==> src/design/vn_pkg.sv <==
// ----------------------------------------------------------------------------
// vn_pkg
// width helpers shared by the vector normalise front end, lanes and top level
// ----------------------------------------------------------------------------
package vn_pkg;

	// width of the square of a component magnitude (magnitude up to 2^(w-1))
	function automatic int sq_width(input int w);
		return 2 * w - 1;
	endfunction

	// width of the sum of three squares
	function automatic int sum_width(input int w);
		return 2 * w + 1;
	endfunction

	// signed working width of the per-lane remainder and cross term
	function automatic int acc_width(input int w, input int f);
		return 2 * w + 2 * f + 5;
	endfunction

endpackage

==> src/design/vn_square.sv <==
// ----------------------------------------------------------------------------
// vn_square
// magnitude, sign and square of one two's complement component
// ----------------------------------------------------------------------------
module vn_square #(
	parameter int W = 16
) (
	input  logic [W-1:0]                 raw,
	output logic                         neg,
	output logic [vn_pkg::sq_width(W)-1:0] mag_sq
);
	import vn_pkg::*;

	localparam int SQ_W = sq_width(W);

	logic [W-1:0] mag;

	assign neg    = raw[W-1];
	// most negative value gives 2^(W-1), which still fits W unsigned bits
	assign mag    = neg ? (~raw + W'(1)) : raw;
	assign mag_sq = SQ_W'(mag * mag);

endmodule

==> config.mk <==
export PLATFORM = sky130hd
export DESIGN_NAME = vn_square
export DESIGN_NICKNAME = d
export VERILOG_FILES = /design/src/design/vn_pkg.sv /design/src/design/vn_square.sv
export SDC_FILE = /design/constraint.sdc
export NUM_CORES = 1
export LEC_CHECK = 0
export BUFFER_PORTS_ARGS = -buffer_cell sky130_fd_sc_hd__buf_2
export CELL_PAD_IN_SITES_DETAIL_PLACEMENT = 0
export CELL_PAD_IN_SITES_GLOBAL_PLACEMENT = 1
export CORE_AREA = 2 2 126 152
export DETAILED_ROUTE_END_ITERATION = 12
export DIE_AREA = 0 0 128 154
export PLACE_DENSITY_LB_ADDON = 0.25
export SLEW_MARGIN = 20
export SYNTH_ARGS = -nofsm -noshare
export SYNTH_HDL_FRONTEND = slang
export SYNTH_SLANG_ARGS = --single-unit
==> constraint.sdc <==
create_clock -name vclk -period 12.4
set_input_delay 1.24 -clock vclk [all_inputs]
set_output_delay 1.24 -clock vclk [all_outputs]
set_load 0.1 [all_outputs]
Yosys cells after proc, flatten, opt, wreduce, memory -nomap -nowiden
Cells that the tools add are included.
- add/subtract/negate cells: 1
- $mul: 1
- divide/modulo/power cells: 0
- $lt $le $gt $ge: 0
- equality and inequality tests: 0
- shifts and indexed selects: 0
- muxes and demuxes: 1
- bitwise operators: 1
- reductions and logical operators: 0
- operators by type and width (cell ; count):
    $mul A16 B16 Y31 ; 1
    $add A16 B1 Y16 const B ; 1
    $mux W16 ; 1
    $not A16 Y16 ; 1
- flip-flop bits (word level): 0
- bits in latches: 0
- RAM bits: 0
- ROM bits: 0
- logic and storage cells: 4
- memories: 0

Longest topological paths before layout
Gate-level depths: netlist of run 1.
- depth after elaboration: 4
- mapped depth: 29

Worst setup path before layout of run 1
Ideal clock, no wire load.
- path kind: input to output
- start point: in raw[0]
- end point: out mag_sq[30] (netlist name)
- arrival: 9.378 ns
- data required time: 11.160 ns
- setup slack: 1.782 ns
- stages on the path: 25
- buffers on the path: 2
- cells stage by stage: inv_1 -> clkbuf_1 -> ha_1 -> nand3_2 -> o31a_1 -> xor2_1 -> clkbuf_1 -> nand2_1 -> fa_1 -> inv_1 -> fa_1 -> fa_1 -> fa_1 -> fa_1 -> inv_1 -> fa_1 -> inv_1 -> ha_1 -> nand4_1 -> or3_1 -> a2111oi_0 -> nand3b_1 -> a41o_1 -> a21oi_1 -> xnor2_1
- cells in the longest elaborated chain, start to end: 4
- ends and longest elaborated chain (what ; line ; text):
    from (decl) ; vn_square.sv:8 ; input logic [W-1:0] raw,
    $not A16 Y16 ; vn_square.sv:20 ; assign mag = neg ? (~raw + W'(1)) : raw;
    $add A16 B1 Y16 ; vn_square.sv:20 ;
    $mux W16 (*) ; vn_square.sv:20 ;
    $mul A16 B16 Y31 (*) ; vn_square.sv:21 ; assign mag_sq = SQ_W'(mag * mag);
    to (decl) ; vn_square.sv:10 ; output logic [vn_pkg::sq_width(W)-1:0] mag_sq
Every way passes the cells marked *; elsewhere a longest branch is shown, timed or not.

Worst setup path in the final report of run 1
- start point: in raw[0]
- end point: out mag_sq[28] (netlist name)
Same word-level chain as after synthesis.

==> results of run 1 <==
==> layer usage <==
metal	wire length, um	GRT usage (%)
met5	0	0
met4	389	3.51
met3	224	0.557
met2	9560	34.8
met1	6370	20.4
==> cell usage after synthesis, types with 5 or more instances <==
master	number	area, sq um
o21ai_0	14	70.1
clkbuf_1	9	33.8
inv_1	220	826
xnor2_1	31	272
nor3_1	5	25.0
nor2_1	65	244
ha_1	95	1190
fa_1	163	3260
nand2_1	92	345
a21o_1	12	90.1
a21oi_1	27	135
xor2_1	17	149
a211oi_1	5	37.5
==> cell families after synthesis <==
kind of cell               count (synthesis)  share of synthesized area [%]
xor gates and xnor gates                  50                           6.47
AOI/OAI and AO/OA                         83                           7.46
and+or+nand+nor                          190                           11.4
other                                      2                          0.105
buffers and inverters                    238                           12.6
adders and majority gates                258                           62.0
==> critical path, cell delays in order <==
cell and delay, ps:
buf_2 140, inv_1 350, ha_1 310, nand3_2 150, o31a_1 280, xor2_1 730
inv_1 390, nor2_1 320, fa_1 470, inv_1 80, fa_1 400, inv_1 90
fa_1 410, fa_1 520, fa_1 540, inv_1 50, fa_1 520, inv_1 40
ha_1 360, nand4_1 190, or3_1 380, a2111oi_0 410, nand3b_1 310, a31oi_1 170
a21oi_1 180, xor2_1 160, buf_2 440
==> per-stage QoR <==
stage / cell area [sq um] / instances / hold WS, ps / utilization [%]
after detailed placement: 7740 / 1098 / 2930 / 42.7
after global routing: 7740 / 1098 / 2920 / 42.7
after global placement: 7740 / 1098 / 2910 / 42.7
final: 7740 / 1098 / 2920 / 42.7
after CTS: 7740 / 1098 / 2930 / 42.7
after floorplan: 7220 / 831 / 2690 / -
==> layout make-up <==
type,count,area share (%)
repair buffers,55,3.82
multi-input cells,593,81.6
inverters,226,11.0
well taps,224,3.62
==> worst paths after layout <==
path  startpoint          to  slack, ps  depth (start not counted)
max       raw[0]  mag_sq[28]       1510                         27
min       raw[0]   mag_sq[0]       2920                          2
==> metrics.md, run 1 <==
| Metric | Value |
|---|---|
| Fmax | ~92 MHz |
| GPL Wtd Cong | about 0.84 |
| Mapped Area | between 7000 and 8000 sq um |
| Final HPWL DP | 15.0 mm |
| Std cell rows | between 50 and 60 |
| Min Tclk post-route | between 10000 and 15000 ps |
| RSZ-0062 raised after global routing | no |
| Most frequent cells in the layout | 220 x inv_1, 163 x fa_1, 95 x ha_1 |
| Remaining global-route overflow | 0 |
| Setup violators final | 0 |
| Hold/Removal Path Class | in2out |
| Global-route wire length before repair | roughly 28 mm |
| Yosys warns | 0 |
| Req. time, crit path | 11160 ps |
| Status | finished, final reports clean |
| Synth Instances | 821 |
| FILL cells | 1851 |
| Routed len/inst | 15.1 um |
| DRC | 0 |
| CTS Hold Bufs | 0 |
| Overall fraction of global-route tracks in use | between 15 and 20% |
| Vias | 5339 |
| CP Class | in2out |
| Max-slew violation count | 0 |
| Core ar. | around 18000 sq um |
| Commonest non-fill, non-tap cell in the layout | inv_1 |
| Buffers on Ports | 47 |
| Via/cell ratio | 4.86 |
| Max_cap viols | 0 |
| # Post-CTS Setup Buffers | 0 |
| Largest net degree at the start of global routing | 19 |
| Seq/Total Area, Yosys | 0% |
| Diodes inserted | 0 |
| Die ar. | 19700 sq um |
| Vias in the first global route | 5803 |
| Clock Buffer Count | 0 |
| Post-Place Worst Slack | 1470 ps |
| Initial DRC Count | 166 |
| Final WS setup | 1510 ps |
| CP Capture Type | output pin |
| Die W | 128 um |
| Seq_cells | 0 |
| Slew headroom | 37.7% |
| Die span in y | 154 um |
| Initial antenna violation count | 0 |
| Netlist cell types | 52 |
| Multi-input logic area | 6310 sq um |
| Max FO, Critical Path | 16 |
| Startpoint Class | primary input |
| Ratio of cells with drive above 1 in the final layout | 8.12% |
| Register area | 0 sq um |
| Final Hold Viols | 0 |
| IO Count | 48 |
| Average footprint of a synthesized cell | 8.74 sq um |
| Post_cts resized | 0 |
| Worst-Margin Slew | 932 ps |
| Area delta synth->final | 7.76% |
| Drt pass-1 iters | 5 |
| Drt total wl | 16.5 mm |
| CP arrival | between 9000 and 10000 ps |
| Setup TNS | 0 ps |
| Starting density of the core | 39.6% |
| Net count, final | 1150 |
| Period utilization | between 80 and 90% |
| Final ANT Viol Nets | 0 |
Power of run 1 is not shown: default switching activity piles up to over one toggle a cycle in this logic, so the estimate is an artifact.
==> run 2, diff against run 1 <==
--- a/config.mk
+++ b/config.mk
@@ -12,6 +12,7 @@
 export DETAILED_ROUTE_END_ITERATION = 12
 export DIE_AREA = 0 0 128 154
 export PLACE_DENSITY_LB_ADDON = 0.25
+export REMOVE_ABC_BUFFERS = 1
 export SLEW_MARGIN = 20
 export SYNTH_ARGS = -nofsm -noshare
 export SYNTH_HDL_FRONTEND = slang
==> run 2 against run 1 <==
Critical path depth did not move. Via count is 0.13% lower. Core utilization barely moved. Cell area is essentially flat. Maximum frequency down 1.1%. Critical endpoint unchanged.
==> metrics.md, run 2 (same netlist as run 1, synthesis figures left out) <==
| Metric | Value |
|---|---|
| Status | finished, final reports clean |
| Cell count after placement | 1099 (+0.091%) |
| Commonest non-fill, non-tap cell in the layout | inv_1 |
| Req. time, crit path | 11160 ps (about the same) |
| CP Class | in2out |
| Max-slew violation count | 0 (unchanged) |
| WP buf/inv | 8 (unchanged) |
| Clock Buffer Count | 0 (unchanged) |
| Buffers on Ports | 47 (unchanged) |
| Die ar. | 19700 sq um (unchanged) |
| Starting density of the core | 39.6% (unchanged) |
| Global-route wire length before repair | 27.6 mm (+0.30%) |
| Setup violators final | 0 (unchanged) |
| Startpoint Class | primary input |
| Die span in y | 154 um (unchanged) |
| Initial DRC Count | 232 (+40%) |
| Std cell rows | 54 (unchanged) |
| Area delta synth->final | 7.86% (about the same) |
| CP Capture Type | output pin |
| Die W | 128 um (unchanged) |
| Multi-input logic area | 6310 sq um (unchanged) |
| Largest net degree at the start of global routing | 19 (unchanged) |
| Core ar. | 18100 sq um (unchanged) |
| Min Tclk post-route | 11010 ps (+116 ps) |
| Critical Path Max Stage Delay | 760 ps (+30 ps) |
| Max_cap viols | 0 (unchanged) |
| CTS Hold Bufs | 0 (unchanged) |
| Final HPWL DP | 15.0 mm (+0.15%) |
| Most frequent cells in the layout | 220 x inv_1, 163 x fa_1, 95 x ha_1 |
| Post_cts resized | 0 (unchanged) |
| Vias in the first global route | 5582 (-3.8%) |
| Worst-Margin Slew | 977 ps (+44.7 ps) |
| Overall fraction of global-route tracks in use | 17.4% (about the same) |
| Net count, final | 1151 (+0.087%) |
| Post-route design area | 7740 sq um (about the same) |
| Via/cell ratio | 4.85 (-0.22%) |
| # Post-CTS Setup Buffers | 0 (unchanged) |
| Layout Cells excl Fill | 1099 (+0.091%) |
| Final Hold Viols | 0 (unchanged) |
| Remaining global-route overflow | 0 (unchanged) |
| CP arrival | 9770 ps (+120 ps) |
| Period utilization | 88.8% (+0.94 points) |
| Routed len/inst | 15.1 um (+0.34%) |
| DRC | 0 (unchanged) |
| Diodes inserted | 0 (unchanged) |
| Setup TNS | 0 ps (unchanged) |
| Hold Slack | 2930 ps (+7.80 ps) |
| FILL cells | 1904 (+2.9%) |
| RSZ-0062 raised after global routing | no |
| Seq_cells | 0 (unchanged) |
| GPL Wtd Cong | 0.838 (-0.11%) |
| Max FO, Critical Path | 16 (unchanged) |
| Register area | 0 sq um (unchanged) |
| Ratio of cells with drive above 1 in the final layout | 8.23% (+0.11 points) |
| Critical Path Slowest Stage Cell | xor2_1 |
| Drt pass-1 iters | 4 (-1) |
| Area of placed instances | 7740 sq um (about the same) |
| Top Family by Delay on Critical Path | adder cells |
| Slew headroom | 34.7% (-3.0 points) |
| Hold/Removal Path Class | in2out |
| Final ANT Viol Nets | 0 (unchanged) |
| Drt total wl | 16.6 mm (+0.44%) |
| Vias | 5332 (-0.13%) |
| Fmax | 90.8 MHz (-1.1%) |
| Initial antenna violation count | 0 (unchanged) |
| IO Count | 48 (unchanged) |
[run 2: worst paths after layout]
kind    from         end  slack [ps]  cells after the start
max   raw[0]  mag_sq[28]        1390                     27
min   raw[0]   mag_sq[0]        2930                      2
[run 2: cell type report]
class,instances,share of cell area (%)
repair buffers,56,3.91
well taps,224,3.62
inverters,226,11.0
multi-input cells,593,81.5
[run 2: stage by stage]
stage                     worst slack (ps)  util [%]
after floorplan                       1880         -
after global placement                1760      42.8
after detailed placement              1430      42.8
after CTS                             1390      42.8
after global routing                   868      42.8
final                                 1390      42.8
[run 2: metal layers]
metal  vias to the layer above  global-route usage (%)  wire length, um
met2                        74                    34.9             9780
met4                         0                    1.31              112
met5                         -                       0                0
li1                       2572                       -                -
met1                      2678                    21.5             6430
met3                         8                   0.104              292
Power of run 2 is left out for the same reason.
==> run 3, diff against run 2 <==
--- a/config.mk
+++ b/config.mk
@@ -11,7 +11,7 @@
 export CORE_AREA = 2 2 126 152
 export DETAILED_ROUTE_END_ITERATION = 12
 export DIE_AREA = 0 0 128 154
-export PLACE_DENSITY_LB_ADDON = 0.25
+export PLACE_DENSITY_LB_ADDON = 0.1
 export REMOVE_ABC_BUFFERS = 1
 export SLEW_MARGIN = 20
 export SYNTH_ARGS = -nofsm -noshare
==> run 3 against run 2 <==
First-iteration DRC count decreased by 31%. Largest cell class unchanged. Die area unchanged. Routed wire length increased by 3.8%. Global-route usage increased by 0.98 points. Final cell count decreased by 0.18%. Via count increased by 0.79%. Clock-buffer cell count unchanged. Cell area about the same. Highest routed layer unchanged. Core utilization about the same. Worst hold slack got worse by 4.1 ps. Sequential share of layout area unchanged. Maximum frequency increased by 2.8%.
==> metrics.md, run 3 (same netlist as run 1, synthesis figures left out) <==
| Metric | Value |
|---|---|
| Status | finished, final reports clean |
| Largest net degree at the start of global routing | 19 (unchanged) |
| Buffers on Ports | 47 (unchanged) |
| Diodes inserted | 0 (unchanged) |
| CP Class | in2out |
| Overall fraction of global-route tracks in use | 18.4% (+0.98 points) |
| Via/cell ratio | 4.90 (+0.97%) |
| GPL Wtd Cong | 0.835 (-0.31%) |
| Seq_cells | 0 (unchanged) |
| Setup TNS | 0 ps (unchanged) |
| Die span in y | 154 um (unchanged) |
| Final HPWL DP | 15.8 mm (+5.4%) |
| Std cell rows | 54 (unchanged) |
| Period utilization | 86.4% (-2.4 points) |
| CP arrival | 9470 ps (-300 ps) |
| DRC | 0 (unchanged) |
| Area delta synth->final | 7.76% (about the same) |
| Initial DRC Count | 159 (-31%) |
| Setup violators final | 0 (unchanged) |
| Vias | 5374 (+0.79%) |
| Starting density of the core | 39.6% (unchanged) |
| Die W | 128 um (unchanged) |
| FILL cells | 1899 (-0.26%) |
| Final Hold Viols | 0 (unchanged) |
| Most frequent cells in the layout | 220 x inv_1, 163 x fa_1, 95 x ha_1 |
| Ratio of cells with drive above 1 in the final layout | 8.13% (-0.096 points) |
| # Post-CTS Setup Buffers | 0 (unchanged) |
| Fmax | 93.4 MHz (+2.8%) |
| Drt total wl | 17.2 mm (+3.8%) |
| Critical Path Slowest Stage Cell | xor2_1 |
| CP Capture Type | output pin |
| Max-slew violation count | 0 (unchanged) |
| Vias in the first global route | 5809 (+4.1%) |
| RSZ-0062 raised after global routing | no |
| Max_cap viols | 0 (unchanged) |
| Critical Path Max Stage Delay | 680 ps (-80 ps) |
| Slew headroom | 41.8% (+7.1 points) |
| WP buf/inv | 8 (unchanged) |
| Drt pass-1 iters | 4 (unchanged) |
| Hold/Removal Path Class | in2out |
| Clock Buffer Count | 0 (unchanged) |
| Post_cts resized | 0 (unchanged) |
| Top Family by Delay on Critical Path | adder cells |
| Startpoint Class | primary input |
| Max FO, Critical Path | 16 (unchanged) |
| Die ar. | 19700 sq um (unchanged) |
| Remaining global-route overflow | 0 (unchanged) |
| Commonest non-fill, non-tap cell in the layout | inv_1 |
| Min Tclk post-route | 10710 ps (-300 ps) |
| Net count, final | 1149 (-0.17%) |
| IO Count | 48 (unchanged) |
| Initial antenna violation count | 0 (unchanged) |
| CTS Hold Bufs | 0 (unchanged) |
| Register area | 0 sq um (unchanged) |
| Req. time, crit path | 11160 ps (about the same) |
| Global-route wire length before repair | 28.9 mm (+4.7%) |
| Routed len/inst | 15.7 um (+4.0%) |
| Core ar. | 18100 sq um (unchanged) |
| Worst-Margin Slew | 871 ps (-106 ps) |
| Final ANT Viol Nets | 0 (unchanged) |
==> run 3: through the flow <==
stage	instance area [sq um]	hold slack (ps)	worst slack [ps]	util [%]	cells
floorplan	7160	2480	1880	-	819
global placement	7730	2910	1810	42.7	1097
detailed placement	7730	2930	1550	42.7	1097
CTS	7730	2930	1510	42.7	1097
global route	7740	2930	1010	42.7	1097
finish	7740	2920	1690	42.7	1097
==> run 3: per-layer routing <==
metal | wire [um] | GRT usage (%) | vias to the layer above
met4 | 235 | 2.15 | 0
li1 | - | - | 2573
met3 | 268 | 0.174 | 14
met2 | 10300 | 37.7 | 75
met1 | 6410 | 21.6 | 2712
met5 | 0 | 0 | -
==> run 3: area by class of cell <==
class	count	area [sq um]	area share, %
Multi-Input combinational cell	593	6320	81.7
Inverter	226	848	11.0
Timing Repair Buffer	54	288	3.72
Tap cell	224	280	3.62
==> run 3: worst paths after layout <==
kind,slack (ps),endpoint,startpoint,depth (start not counted)
max,1690,mag_sq[28],raw[0],27
min,2920,mag_sq[0],raw[0],2
Power of run 3 is left out for the same reason.
